**config.mk**
```make
export PLATFORM = sky130hd
export DESIGN_NAME = button_tap_hold_latch_repeat_unit
export DESIGN_NICKNAME = d
export VERILOG_FILES = /design/src/hw/rtl/btlr_pkg.sv /design/src/hw/rtl/btlr_front.sv /design/src/hw/rtl/btlr_queue.sv /design/src/hw/rtl/btlr_back.sv /design/src/hw/rtl/button_tap_hold_latch_repeat_unit.sv
export VERILOG_INCLUDE_DIRS = /design/src /design/src/hw/rtl
export SDC_FILE = /design/constraint.sdc
export NUM_CORES = 1
export LEC_CHECK = 0
export ABC_AREA = 1
export BUFFER_PORTS_ARGS = -buffer_cell sky130_fd_sc_hd__buf_2
export CORE_UTILIZATION = 65
export DETAILED_ROUTE_END_ITERATION = 7
export PLACE_DENSITY = 0.92
export SLEW_MARGIN = 20
export SYNTH_ARGS = -nofsm -noshare
export SYNTH_HDL_FRONTEND = slang
export SYNTH_SLANG_ARGS = --single-unit
export TNS_END_PERCENT = 50
```
**constraint.sdc**
```tcl
create_clock -name clk -period 12.4 [get_ports clk]
set_input_delay 1.24 -clock clk [delete_from_list [all_inputs] [get_ports clk]]
set_output_delay 1.24 -clock clk [all_outputs]
set_load 0.1 [all_outputs]
```
**src/hw/rtl/assert_macros.svh**
```systemverilog
// Assertion macros shared by the button action controller RTL.
// Depends on nothing; included by the modules that carry assertions.
`ifndef ASSERT_MACROS_SVH
`define ASSERT_MACROS_SVH

// Consequent must hold in the same cycle as the antecedent.
`define ASSERT_IMPLY(label, clk, rst_n, ante, cons, msg) \
    label: assert property (@(posedge clk) disable iff (!rst_n) (ante) |-> (cons)) \
        else $error(msg);

// Consequent must hold in the cycle after the antecedent.
`define ASSERT_NEXT(label, clk, rst_n, ante, cons, msg) \
    label: assert property (@(posedge clk) disable iff (!rst_n) (ante) |=> (cons)) \
        else $error(msg);

`endif

```
**src/hw/rtl/btlr_pkg.sv**
```systemverilog
// Types and constants of the button action controller.
// Depends on nothing; imported by every module of the block.
package btlr_pkg;

    localparam logic [9:0] REPEAT_DELAY = 10'd350;
    localparam logic [9:0] REPEAT_STEP  = 10'd55;
    localparam logic [9:0] LONG_PRESS   = 10'd600;
    localparam logic [9:0] GHOST_WINDOW = 10'd250;

    typedef enum logic [2:0] {
        OP_PRESS       = 3'd0,
        OP_RELEASE     = 3'd1,
        OP_TICK        = 3'd2,
        OP_FLUSH_ARMED = 3'd3,
        OP_RELEASE_ALL = 3'd4
    } opcode_t;

    typedef enum logic [2:0] {
        ACT_DOWN   = 3'd0,
        ACT_UP     = 3'd1,
        ACT_TAP    = 3'd2,
        ACT_LONG   = 3'd3,
        ACT_REPEAT = 3'd4,
        ACT_WHEEL  = 3'd5
    } action_t;

    localparam logic [1:0] MODE_HOLD  = 2'd1;
    localparam logic [1:0] MODE_LATCH = 2'd2;

    localparam logic [2:0] MOUSE_LEFT       = 3'd1;
    localparam logic [2:0] MOUSE_RIGHT      = 3'd2;
    localparam logic [2:0] MOUSE_MIDDLE     = 3'd3;
    localparam logic [2:0] MOUSE_WHEEL_UP   = 3'd4;
    localparam logic [2:0] MOUSE_WHEEL_DOWN = 3'd5;

    typedef enum logic [2:0] {
        CFG_KEY_ENABLED    = 3'd0,
        CFG_BUTTON_MODE    = 3'd1,
        CFG_MOUSE_ACTION   = 3'd2,
        CFG_HAS_COMBO      = 3'd3,
        CFG_HAS_LONG_COMBO = 3'd4,
        CFG_REPEAT_ENABLE  = 3'd5
    } cfg_index_t;

    typedef struct packed {
        logic       key_enabled;
        logic [1:0] button_mode;
        logic [2:0] mouse_action;
        logic       has_combo;
        logic       has_long_combo;
        logic       repeat_enable;
    } btlr_cfg_t;

    // Up to three actions caused by one event, first action in slot 0.
    typedef struct packed {
        logic [1:0]          count;
        logic [2:0][2:0]     act;
    } btlr_bundle_t;

endpackage

```
**src/hw/rtl/btlr_front.sv**
```systemverilog
// Front end: accepts events, keeps the button state and classifies each
// event into a bundle of actions. Depends on btlr_pkg.
module btlr_front #(
    parameter int TIME_BITS = 32
) (
    input  logic                 clk,
    input  logic                 rst_n,
    input  btlr_pkg::btlr_cfg_t  cfg,
    input  logic                 in_valid,
    output logic                 in_ready,
    input  logic [2:0]           opcode,
    input  logic [31:0]          now_ms,
    input  logic                 cursor_on_panel,
    input  logic                 full,
    output logic                 push,
    output btlr_pkg::btlr_bundle_t bundle
);
    import btlr_pkg::*;

    logic                 down_reg, down_next;
    logic                 latched_reg, latched_next;
    logic                 armed_reg, armed_next;
    logic                 long_reg, long_next;
    logic [TIME_BITS-1:0] press_time_reg, press_time_next;
    logic [TIME_BITS-1:0] next_rep_reg, next_rep_next;
    logic [TIME_BITS-1:0] toggle_reg, toggle_next;

    logic [63:0]          now_ext;
    logic [TIME_BITS-1:0] now_t;
    logic [TIME_BITS-1:0] d_tog, d_long, d_rep;
    logic                 ghost, long_due, rep_due;
    logic                 accept;
    logic                 is_latch, is_hold, is_tap, mouse_btn, mouse_whl, active;
    logic [1:0]           n_cnt;
    logic [2:0][2:0]      act_arr;

    assign in_ready = !full;
    assign accept   = in_valid && !full;

    assign now_ext = {32'd0, now_ms};
    assign now_t   = now_ext[TIME_BITS-1:0];

    assign d_tog  = now_t - toggle_reg;
    assign d_long = now_t - press_time_reg;
    assign d_rep  = now_t - next_rep_reg;

    assign ghost    = d_tog[TIME_BITS-1] || (d_tog < TIME_BITS'(GHOST_WINDOW));
    assign long_due = !d_long[TIME_BITS-1] && !(d_long < TIME_BITS'(LONG_PRESS));
    assign rep_due  = !d_rep[TIME_BITS-1];

    assign is_latch  = cfg.button_mode == MODE_LATCH;
    assign is_hold   = cfg.button_mode == MODE_HOLD;
    assign is_tap    = !is_latch && !is_hold;
    assign mouse_btn = cfg.mouse_action inside {MOUSE_LEFT, MOUSE_RIGHT, MOUSE_MIDDLE};
    assign mouse_whl = cfg.mouse_action inside {MOUSE_WHEEL_UP, MOUSE_WHEEL_DOWN};
    assign active    = is_latch ? latched_reg : down_reg;

    always_comb
    begin
        down_next       = down_reg;
        latched_next    = latched_reg;
        armed_next      = armed_reg;
        long_next       = long_reg;
        press_time_next = press_time_reg;
        next_rep_next   = next_rep_reg;
        toggle_next     = toggle_reg;
        n_cnt           = 2'd0;
        act_arr         = '0;
        if (accept && cfg.key_enabled)
        begin
            case (opcode_t'(opcode))
                OP_PRESS:
                begin
                    down_next       = 1'b1;
                    press_time_next = now_t;
                    long_next       = 1'b0;
                    next_rep_next   = now_t + TIME_BITS'(REPEAT_DELAY);
                    if (is_latch)
                    begin
                        if (!down_reg && !ghost)
                        begin
                            toggle_next = now_t;
                            if (latched_reg)
                            begin
                                if (!armed_reg)
                                begin
                                    act_arr[0] = ACT_UP;
                                    n_cnt      = 2'd1;
                                end
                                latched_next = 1'b0;
                                armed_next   = 1'b0;
                            end
                            else
                            begin
                                latched_next = 1'b1;
                                if (mouse_btn && cursor_on_panel)
                                begin
                                    armed_next = 1'b1;
                                end
                                else
                                begin
                                    act_arr[0] = ACT_DOWN;
                                    n_cnt      = 2'd1;
                                end
                            end
                        end
                    end
                    else if (is_hold)
                    begin
                        if (mouse_btn && cursor_on_panel)
                        begin
                            armed_next = 1'b1;
                        end
                        else
                        begin
                            act_arr[0] = ACT_DOWN;
                            n_cnt      = 2'd1;
                        end
                    end
                    else if (!cfg.has_long_combo)
                    begin
                        act_arr[0] = ACT_TAP;
                        n_cnt      = 2'd1;
                    end
                end
                OP_RELEASE:
                begin
                    down_next = 1'b0;
                    if (is_hold)
                    begin
                        if (armed_reg)
                        begin
                            armed_next = 1'b0;
                        end
                        else
                        begin
                            act_arr[0] = ACT_UP;
                            n_cnt      = 2'd1;
                        end
                    end
                    else
                    begin
                        if (is_tap && cfg.has_long_combo && !long_reg)
                        begin
                            act_arr[0] = ACT_TAP;
                            n_cnt      = 2'd1;
                        end
                        long_next = 1'b0;
                    end
                end
                OP_TICK:
                begin
                    if (armed_reg && !cursor_on_panel)
                    begin
                        armed_next = 1'b0;
                        act_arr[0] = ACT_DOWN;
                        n_cnt      = 2'd1;
                    end
                    if (down_reg && !long_reg && cfg.has_long_combo && long_due)
                    begin
                        long_next      = 1'b1;
                        act_arr[n_cnt] = ACT_LONG;
                        n_cnt          = n_cnt + 2'd1;
                    end
                    if (cfg.repeat_enable && active && !armed_next && rep_due)
                    begin
                        next_rep_next = now_t + TIME_BITS'(REPEAT_STEP);
                        if (is_tap)
                        begin
                            act_arr[n_cnt] = ACT_TAP;
                            n_cnt          = n_cnt + 2'd1;
                        end
                        else if (cfg.has_combo)
                        begin
                            act_arr[n_cnt] = ACT_REPEAT;
                            n_cnt          = n_cnt + 2'd1;
                        end
                        else if (mouse_whl)
                        begin
                            act_arr[n_cnt] = ACT_WHEEL;
                            n_cnt          = n_cnt + 2'd1;
                        end
                    end
                end
                OP_FLUSH_ARMED:
                begin
                    if (armed_reg)
                    begin
                        armed_next = 1'b0;
                        act_arr[0] = ACT_DOWN;
                        n_cnt      = 2'd1;
                    end
                end
                OP_RELEASE_ALL:
                begin
                    if ((latched_reg || down_reg) && !armed_reg)
                    begin
                        act_arr[0] = ACT_UP;
                        n_cnt      = 2'd1;
                    end
                    latched_next = 1'b0;
                    down_next    = 1'b0;
                    armed_next   = 1'b0;
                    long_next    = 1'b0;
                end
                default:
                begin
                    n_cnt = 2'd0;
                end
            endcase
        end
    end

    assign push         = accept && (n_cnt != 2'd0);
    assign bundle.count = n_cnt;
    assign bundle.act   = act_arr;

    always_ff @(posedge clk or negedge rst_n)
    begin
        if (!rst_n)
        begin
            down_reg       <= 1'b0;
            latched_reg    <= 1'b0;
            armed_reg      <= 1'b0;
            long_reg       <= 1'b0;
            press_time_reg <= '0;
            next_rep_reg   <= '0;
            toggle_reg     <= '0;
        end
        else
        begin
            down_reg       <= down_next;
            latched_reg    <= latched_next;
            armed_reg      <= armed_next;
            long_reg       <= long_next;
            press_time_reg <= press_time_next;
            next_rep_reg   <= next_rep_next;
            toggle_reg     <= toggle_next;
        end
    end

endmodule

```
**src/hw/rtl/btlr_queue.sv**
```systemverilog
// Short queue of action bundles between the front and back ends.
// Depends on btlr_pkg and assert_macros.svh.
module btlr_queue #(
    parameter int DEPTH = 4
) (
    input  logic                   clk,
    input  logic                   rst_n,
    input  logic                   push,
    input  btlr_pkg::btlr_bundle_t push_data,
    output logic                   full,
    input  logic                   pop,
    output logic                   q_valid,
    output btlr_pkg::btlr_bundle_t q_data
);
    import btlr_pkg::*;
    `include "assert_macros.svh"

    localparam int PW = (DEPTH > 1) ? $clog2(DEPTH) : 1;
    localparam int FW = $clog2(DEPTH + 1);

    btlr_bundle_t   mem_reg [DEPTH];
    logic [PW-1:0]  wr_ptr_reg, wr_ptr_next;
    logic [PW-1:0]  rd_ptr_reg, rd_ptr_next;
    logic [FW-1:0]  fill_reg, fill_next;

    assign full    = fill_reg == FW'(DEPTH);
    assign q_valid = fill_reg != '0;
    assign q_data  = mem_reg[rd_ptr_reg];

    always_comb
    begin
        wr_ptr_next = wr_ptr_reg;
        rd_ptr_next = rd_ptr_reg;
        fill_next   = fill_reg;
        if (push)
        begin
            wr_ptr_next = (wr_ptr_reg == PW'(DEPTH - 1)) ? '0 : wr_ptr_reg + PW'(1);
        end
        if (pop)
        begin
            rd_ptr_next = (rd_ptr_reg == PW'(DEPTH - 1)) ? '0 : rd_ptr_reg + PW'(1);
        end
        if (push && !pop)
        begin
            fill_next = fill_reg + FW'(1);
        end
        else if (pop && !push)
        begin
            fill_next = fill_reg - FW'(1);
        end
    end

    always_ff @(posedge clk)
    begin
        if (push)
        begin
            mem_reg[wr_ptr_reg] <= push_data;
        end
    end

    always_ff @(posedge clk or negedge rst_n)
    begin
        if (!rst_n)
        begin
            wr_ptr_reg <= '0;
            rd_ptr_reg <= '0;
            fill_reg   <= '0;
        end
        else
        begin
            wr_ptr_reg <= wr_ptr_next;
            rd_ptr_reg <= rd_ptr_next;
            fill_reg   <= fill_next;
        end
    end

    `ASSERT_IMPLY(a_fill_bound, clk, rst_n, 1'b1, fill_reg <= FW'(DEPTH),
        "queue fill count exceeds depth")
    `ASSERT_IMPLY(a_no_underflow, clk, rst_n, pop, q_valid,
        "queue popped while empty")

endmodule

```
**src/hw/rtl/btlr_back.sv**
```systemverilog
// Back end: takes action bundles from the queue and hands out one action
// per transfer, marking the final one. Depends on btlr_pkg and assert_macros.svh.
module btlr_back (
    input  logic                   clk,
    input  logic                   rst_n,
    input  logic                   q_valid,
    input  btlr_pkg::btlr_bundle_t q_data,
    output logic                   pop,
    output logic                   out_valid,
    input  logic                   out_ready,
    output logic [2:0]             action,
    output logic                   last
);
    import btlr_pkg::*;
    `include "assert_macros.svh"

    logic         busy_reg, busy_next;
    btlr_bundle_t bnd_reg, bnd_next;
    logic [1:0]   idx_reg, idx_next;
    logic         fire;

    assign out_valid = busy_reg;
    assign action    = bnd_reg.act[idx_reg];
    assign last      = idx_reg == (bnd_reg.count - 2'd1);
    assign fire      = busy_reg && out_ready;
    assign pop       = q_valid && (!busy_reg || (fire && last));

    always_comb
    begin
        busy_next = busy_reg;
        bnd_next  = bnd_reg;
        idx_next  = idx_reg;
        if (pop)
        begin
            busy_next = 1'b1;
            bnd_next  = q_data;
            idx_next  = 2'd0;
        end
        else if (fire)
        begin
            if (last)
            begin
                busy_next = 1'b0;
            end
            else
            begin
                idx_next = idx_reg + 2'd1;
            end
        end
    end

    always_ff @(posedge clk)
    begin
        bnd_reg <= bnd_next;
    end

    always_ff @(posedge clk or negedge rst_n)
    begin
        if (!rst_n)
        begin
            busy_reg <= 1'b0;
            idx_reg  <= 2'd0;
        end
        else
        begin
            busy_reg <= busy_next;
            idx_reg  <= idx_next;
        end
    end

    `ASSERT_IMPLY(a_bundle_nonempty, clk, rst_n, busy_reg, bnd_reg.count != 2'd0,
        "held bundle has no actions")
    `ASSERT_NEXT(a_bundle_continues, clk, rst_n, fire && !last,
        busy_reg && (idx_reg == $past(idx_reg) + 2'd1),
        "bundle dropped before its final action")

endmodule

```
**src/hw/rtl/button_tap_hold_latch_repeat_unit.sv**
```systemverilog
// Path: an accepted event's actions enter the bundle queue, then the back end's bundle register, before transfer.
// Throughput: one event per cycle while the bundle queue has room; the output side
// moves one action per cycle while m_axis_tready is high.
// Reset: asynchronous, active low; clears the button state, empties the queue and
// returns the configuration to key enabled, tap mode, no mouse action.
module button_tap_hold_latch_repeat_unit #(
    parameter int TIME_BITS   = 32,
    parameter int QUEUE_DEPTH = 4
) (
    input  logic        clk,
    input  logic        rst_n,
    input  logic        cfg_we,
    input  logic [2:0]  cfg_index,
    input  logic [2:0]  cfg_data,
    input  logic        s_axis_tvalid,
    output logic        s_axis_tready,
    input  logic [39:0] s_axis_tdata,  // now_ms, cursor_on_panel, zero fill
    input  logic [2:0]  s_axis_tuser,  // opcode
    output logic        m_axis_tvalid,
    input  logic        m_axis_tready,
    output logic [7:0]  m_axis_tdata,  // action, zero fill
    output logic        m_axis_tlast
);
    import btlr_pkg::*;

    btlr_cfg_t    cfg_reg, cfg_next;
    btlr_bundle_t fe_bundle, q_data;
    logic         fe_push, q_full, q_valid, q_pop;
    logic [2:0]   be_action;

    always_comb
    begin
        cfg_next = cfg_reg;
        if (cfg_we)
        begin
            case (cfg_index_t'(cfg_index))
                CFG_KEY_ENABLED:    cfg_next.key_enabled    = cfg_data[0];
                CFG_BUTTON_MODE:    cfg_next.button_mode    = cfg_data[1:0];
                CFG_MOUSE_ACTION:   cfg_next.mouse_action   = cfg_data;
                CFG_HAS_COMBO:      cfg_next.has_combo      = cfg_data[0];
                CFG_HAS_LONG_COMBO: cfg_next.has_long_combo = cfg_data[0];
                CFG_REPEAT_ENABLE:  cfg_next.repeat_enable  = cfg_data[0];
                default:            cfg_next = cfg_reg;
            endcase
        end
    end

    always_ff @(posedge clk or negedge rst_n)
    begin
        if (!rst_n)
        begin
            cfg_reg <= '{key_enabled: 1'b1, button_mode: 2'd0, mouse_action: 3'd0,
                         has_combo: 1'b0, has_long_combo: 1'b0, repeat_enable: 1'b0};
        end
        else
        begin
            cfg_reg <= cfg_next;
        end
    end

    btlr_front #(
        .TIME_BITS (TIME_BITS)
    ) u_front (
        .clk             (clk),
        .rst_n           (rst_n),
        .cfg             (cfg_reg),
        .in_valid        (s_axis_tvalid),
        .in_ready        (s_axis_tready),
        .opcode          (s_axis_tuser),
        .now_ms          (s_axis_tdata[31:0]),
        .cursor_on_panel (s_axis_tdata[32]),
        .full            (q_full),
        .push            (fe_push),
        .bundle          (fe_bundle)
    );

    btlr_queue #(
        .DEPTH (QUEUE_DEPTH)
    ) u_queue (
        .clk       (clk),
        .rst_n     (rst_n),
        .push      (fe_push),
        .push_data (fe_bundle),
        .full      (q_full),
        .pop       (q_pop),
        .q_valid   (q_valid),
        .q_data    (q_data)
    );

    btlr_back u_back (
        .clk       (clk),
        .rst_n     (rst_n),
        .q_valid   (q_valid),
        .q_data    (q_data),
        .pop       (q_pop),
        .out_valid (m_axis_tvalid),
        .out_ready (m_axis_tready),
        .action    (be_action),
        .last      (m_axis_tlast)
    );

    assign m_axis_tdata = {5'd0, be_action};

endmodule

```
==> impl_metrics.yaml, run 1 <==
outcome:
  outcome: "complete, no violations"
sta:
  finalHoldViolations: 0
  report.final.setup_viol: 0
  relSlewSlack: 0.3124
  skew_ns: 0.01084
  fin_tns_setup_ns: 0
  worst_slew_pin_slew_ns: 1.031
  rsz0062_at_grt: "no"
  drv_slew: 0
  setup_ws_ns: 6.601
  min_period_ns: 5.799
  max_freq_mhz: 172.4
  post-route-period-util: 0.4677
cts:
  cts_tree: "built"
  cts-buffers-inserted: 17
  cts.hold.buffers_added: 0
  clock_sinks: 174
  postCtsSetupBuffers: 0
  cts.clk_slew.worst_paths_ns: 0.07
  cts_root_buf: "clkbuf_16"
  cts.repair.resized: 0
  clock_latency_ns: 0.45
  h-tree-depth: 4
  clockBufferDepth: 2
placement:
  port_buffers: 52
  routabilityCongestion: 0.9837
  place_hpwl_um: 27650
  post-place-ws_ns: 6.309
routing:
  vias: 13140
  firstDrtPassIters: 6
  drc_errors: 0
  first_iter_violations: 1374
  routedWlPerCell_um: 15.74
  wl_um: 36550
  vias_per_cell: 5.659
  postRouteAntennaNets: 0
critical_path:
  worst_path_most_repeated_cell: "nand2_1"
  path_max_fanout: 9
  crit_path_top_delay_cell: "fa_1"
  slowest_delay_ns: 0.38
  cp-start-kind: "input pin"
  r2r_slack_ns: 7.20
  crit_type: "in -> reg"
  crit_required_ns: 12.73
  crit_path_end_kind: "flop"
  arrival_ns: 6.13
floorplan:
  die_h_um: 148.6
  core_area_sq_um: 21020
  ioPinCount: 65
  die_area_sq_um: 22080
  rows: 53
  initial_core_util: 0.6644
  die_w_um: 148.6
finish:
  drive_gt1_frac: 0.1085
  final_cell_mix: "486 x nand2_1, 352 x inv_1, 183 x nor2_1, 149 x o21ai_0, 118 x dfrtp_1"
  largest_reg_flops: 44
  n_antenna_cell: 0
  layout_commonest_cell: "nand2_1"
  area_delta_synth_final_pct: 8.026
  fin_nets: 2195
grt:
  grt_pass1_vias: 12343
  antenna_found_initial: 0
  grt_usage: 0.3434
  grt_pass1_wl_um: 59800
  grt_max_degree: 78
  grt-ovfl-total: 0
synth:
  yosys-top-cells-area: "dfrtp_1 21%, nand2_1 13%, edfxtp_1 12%"
  synth.avg_cell_area_sq_um: 7.040
  synth_top_family_by_area: "simple AND/OR/NAND/NOR gates"
  seq_area_frac_synth: 0.3315
  ys_warn_count: 0
  synth_edf_count: 55
  syn_inst: 1984
  synth_top_cell_area_share: 0.2114
  yosys-mux-area-fraction: 0.0008062
  yosys.area_share.simple: 0.2863
  synth_area_leader_cell: "dfrtp_1"
  synth_cell_types: 53
  syn_area_sq_um: 13970
  synthAdderAreaFrac: 0.09693
  synth-async-reset-ratio: 0.6839
  ys_seq_elements: 174
  synth-xor-area-share: 0.03198
  synth_compound_area_frac: 0.1401
  ys.flop_type: "dfrtp_1"
job:
  maxCapViolCount: 0
worst_hold_path:
  hold_path.class: "reg -> reg"
power_and_ir_drop:
  leakage_nw: 7.521
  powerDensity_nw_per_um2: 195.1
  ir_worst_vdd_uv: 141.7
-- critical path: cells and delay by family --
family / cells / cell delay [ns]
AND/OR/NAND/NOR: 19 / 2.00
AO/OA/AOI/OAI: 7 / 0.91
buffers and inverters: 5 / 0.61
adder cells (fa/ha/maj): 4 / 1.21
XOR/XNOR: 1 / 0.13
-- routing by layer --
metal	GRT usage	up-vias	part of all wire
li1	-	6452	-
met1	0.4720	5960	0.43
met2	0.5386	640	0.45
met3	0.06258	88	0.091
met4	0.1314	0	0.030
met5	0	-	0
-- metrics by stage --
stage | util | instances | hold WS [ns] | area (sq um) | total power, mW
CTS | 0.7173 | 2322 | 0.4916 | 15080 | 2.915
global placement | 0.6881 | 2290 | 0.4683 | 14470 | 2.287
floorplan | - | 1988 | 0.4530 | 13980 | 2.002
global route | 0.7178 | 2322 | 0.5070 | 15090 | 3.172
detailed placement | 0.6881 | 2290 | 0.4724 | 14470 | 2.343
finish | 0.7178 | 2322 | 0.4860 | 15090 | 2.943
-- Yosys cell counts, drive strengths merged, types with 11 or more instances --
master and number:
dfrtp 118, nor2 198, xor2 36, nand2 535, xnor2 15, o21ai 183, nand4 19, edfxtp 55
nor3 37, ha 105, nand3b 11, a21oi 99, clkbuf 19, nand3 96, inv 363, o21bai 11
buf 15, o22ai 12
-- cell type report --
class	instances	area [sq um]
repair buffers	61	334.1
well taps	275	344.1
flip-flops and latches	174	4631
multi-input cells	1416	7796
inverters	364	1369
clock inverters	15	188.9
fillers	1625	5933
clock buffers	17	425.4
-- kinds of logic after synthesis --
group / Yosys count
simple gates: 912
buf+inv: 398
compound gates: 340
flops: 174
fa+ha+maj: 107
xor+xnor: 51
other cells: 1
mux: 1
-- report_power, final --
part	leakage [nW]	switching [mW]	total, mW	internal (mW)
Clock	0.300	0.279	0.559	0.280
Combinational	5.19	1.01	1.51	0.500
Sequential	2.03	0.108	0.877	0.769
-- worst paths after layout --
kind / start / depth (start not counted) / endpoint
setup reg to reg: u_front.press_time_reg[4] / 37 / u_queue.fill_reg[2]
setup / recovery: s_axis_tdata[10] / 36 / u_queue.fill_reg[2]
max in group asynchronous: rst_n / 2 / u_queue.fill_reg[0]
min in group asynchronous: rst_n / 1 / u_front.toggle_reg[27]
hold / removal: u_front.press_time_reg[1] / 2 / u_front.press_time_reg[1]
hold reg to reg: u_front.press_time_reg[1] / 2 / u_front.press_time_reg[1]
(Power assumes the default switching activity.)
==> run 2: changes to the inputs <==
Settings changed: ABC_AREA 1 to 0, CORE_UTILIZATION 65 to 57, PLACE_DENSITY 0.92 to 0.86.
Clock period 12.4 ns to 4.7 ns, I/O delays scaled along.
==> run 2 against run 1 <==
The run now ends with negative setup slack left; total power rose to 2.9 times the previous value; sequential cell count is the same; largest cell class unchanged; final cell count down 18%; utilization increased by 0.25 points; area after synthesis shrank 12%; critical endpoint is now u_queue.fill_reg[1]; register-to-register slack worse by 7.6 ns.
==> impl_metrics.yaml, run 2 <==
grt:
  grt_pass1_wl_um: 56260
  grt-ovfl-total: 0
  antenna_found_initial: 1
  grt_max_degree: 109
  grt_usage: 0.3223
  grt_pass1_vias: 11576
finish:
  finalInstanceArea_sq_um: 15190
  drive_gt1_frac: 0.2298
  layout_commonest_cell: "buf_4"
  area_delta_synth_final_pct: 23.72
  final_cell_mix: "189 x buf_4, 179 x nand2_1, 125 x o21ai_0, 124 x inv_1, 118 x dfrtp_1"
  largest_reg_flops: 44
  fin_nets: 1784
sta:
  worst_slew_pin_slew_ns: 0.7957
  rsz0062_at_grt: "yes"
  finalHoldViolations: 0
  drv_slew: 0
  post-route-period-util: 1.080
  min_period_ns: 5.076
  max_freq_mhz: 197.0
  skew_ns: 0.01835
  setup_ws_ns: -0.3758
  report.final.setup_viol: 22
  relSlewSlack: 0.4623
critical_path:
  arrival_ns: 5.41
  path_max_fanout: 3
  cp-start-kind: "flop"
  crit_type: "reg -> reg"
  crit_path_end_kind: "flop"
  crit_required_ns: 5.04
power_and_ir_drop:
  powerDensity_nw_per_um2: 556.1
  p_sw_mw: 3.614
  leakage_nw: 6.760
  seqPwrFrac: 0.272
  sw_frac_of_total: 0.4279
  power_frac_clock: 0.180
  ir_worst_vdd_uv: 368.6
  p_comb_frac: 0.549
  p_int_mw: 4.832
  finalPower_mw: 8.447
routing:
  vias_per_cell: 6.007
  wl_met3_um: 2143
  firstDrtPassIters: 5
  top_layer_used: "met4"
  drc_errors: 0
  vias: 11485
  wl_um: 34270
  routedWlPerCell_um: 17.92
  met2_length_um: 16860
  postRouteAntennaNets: 0
  wl_met1_um: 13980
  first_iter_violations: 934
floorplan:
  rows: 53
  die_area_sq_um: 22130
  die_h_um: 148.8
  initial_core_util: 0.5822
  core_area_sq_um: 21090
  die_w_um: 148.8
  ioPinCount: 65
worst_hold_path:
  hold_path.class: "in -> reg"
cts:
  cts.clk_slew.worst_paths_ns: 0.08
  h-tree-depth: 4
  clock_sinks: 174
  cts_tree: "built"
  cts-buffers-inserted: 17
  cts_root_buf: "clkbuf_16"
  clockBufferDepth: 2
  clock_latency_ns: 0.45
outcome:
  outcome: "complete, but fails checks"
  violations: "negative setup slack"
synth:
  synth.most_common_cell: "nand2_1"
  netlist_top_cells_count: "181 x nand2_1, 133 x o21ai_0, 131 x inv_1"
  ys_warn_count: 0
  synth_area_leader_cell: "dfrtp_1"
  yosys-top-cells-area: "dfrtp_1 24%, edfxtp_1 13%, ha_1 11%"
  syn_area_sq_um: 12280
  synth_top_cell_area_share: 0.2405
  synth_edf_count: 55
  ys_seq_elements: 174
  ys.flop_type: "dfrtp_1"
  synth_cell_types: 84
  synth-async-reset-ratio: 0.6839
  syn_inst: 1401
  seq_area_frac_synth: 0.3772
  synth.avg_cell_area_sq_um: 8.763
placement:
  routabilityCongestion: 0.9242
  place_hpwl_um: 24120
  post_dp_cell_area_sq_um: 14220
  port_buffers: 52
job:
  maxCapViolCount: 0
## run 2: cell count changes in the layout (fill, tap and decap cells not counted), moves of 45 or more
cell	delta
nand2_1	-307
inv_1	-228
buf_4	+180
nor2_1	-76
nand3_1	-57
nand2_2	-45
## run 2: critical path: stages (launching register included)
cell and delay (ns):
dfrtp_1 0.39, inv_2 0.07, ha_4 0.21, a21oi_4 0.15, o21ai_2 0.09, a2111oi_4 0.34
o21ai_1 0.12, a21o_1 0.20, a31oi_2 0.20, mux2i_1 0.10, or4_1 0.42, nor3_2 0.22
nand4_1 0.18, nor4_4 0.31, nor3_2 0.10, ha_1 0.33, xor2_1 0.22, o21ai_2 0.11
o31ai_4 0.24, inv_1 0.10, ha_4 0.17, inv_2 0.05, fa_2 0.42, mux2_4 0.27
## run 2: cell type report
class	instances	area, sq um
Timing Repair Buffer	249	1800
Inverter	131	491.7
Clock buffer	17	425.4
Tap cell	275	344.1
Multi-Input combinational cell	1050	7282
Antenna cell	1	2.502
Fill cell	1467	5899
Sequential cell	174	4631
Clock inverter	15	211.5
## run 2: worst paths after layout
check | startpoint | end | slack [ns] | depth (start not counted)
max in group asynchronous | rst_n | u_front.toggle_reg[29] | 3.40 | 3
max reg2reg | u_front.press_time_reg[16] | u_queue.fill_reg[1] | -0.38 | 23
min in group asynchronous | rst_n | u_back.idx_reg[0] | 0.43 | 2
min reg2reg | u_front.press_time_reg[0] | u_front.press_time_reg[0] | 0.50 | 2
max | u_front.press_time_reg[16] | u_queue.fill_reg[1] | -0.38 | 23
min | cfg_data[2] | cfg_reg[5] | 0.22 | 3
## run 2: cell families after synthesis
kind of cell / after synthesis / synth area share
simple gates: 445 / 0.1683
compound gates: 382 / 0.1912
buf+inv: 181 / 0.05717
flops: 174 / 0.3772
fa+ha+maj: 107 / 0.1103
xor+xnor: 74 / 0.05279
mux: 37 / 0.04281
other cells: 1 / 0.0003055
## run 2: metrics by stage
stage	hold slack, ns	instances	utilization	TNS [ns]	setup WS (ns)
6_report	0.2198	1912	0.7202	-1.050	-0.3758
3_5_place_dp	0.3565	1867	0.6743	-19.97	-0.7435
4_1_cts	0.2107	1906	0.7145	-0.6193	-0.3134
3_3_place_gp	0.3545	1867	0.6743	-16.44	-0.6615
5_1_grt	0.2225	1912	0.7202	-10.87	-0.5927
2_1_floorplan	0.1744	1405	-	-0.1643	-0.1092
## run 2: power by group through the flow
stage,logic [mW],registers [mW],clock network [mW]
finish,4.64,2.29,1.52
detailed placement,4.26,2.31,0
global route,5.07,2.34,1.59
CTS,4.49,2.29,1.53
global placement,4.10,2.28,0
floorplan,2.91,2.20,0
## run 2: what timing repair did
action,in CTS,in global routing
resized for setup,39,16
hold buffers,1,0
pin swaps,17,11
endpoints found under the setup margin,49,49
endpoints found under the hold margin,11,0
buffers inserted,6,3
cloned,1,1
## run 2: metal layers
metal / vias up / track usage
met2: 470 / 0.5509
met3: 102 / 0.05015
met1: 5510 / 0.3977
met4: 0 / 0.1566
li1: 5403 / -
met5: - / 0
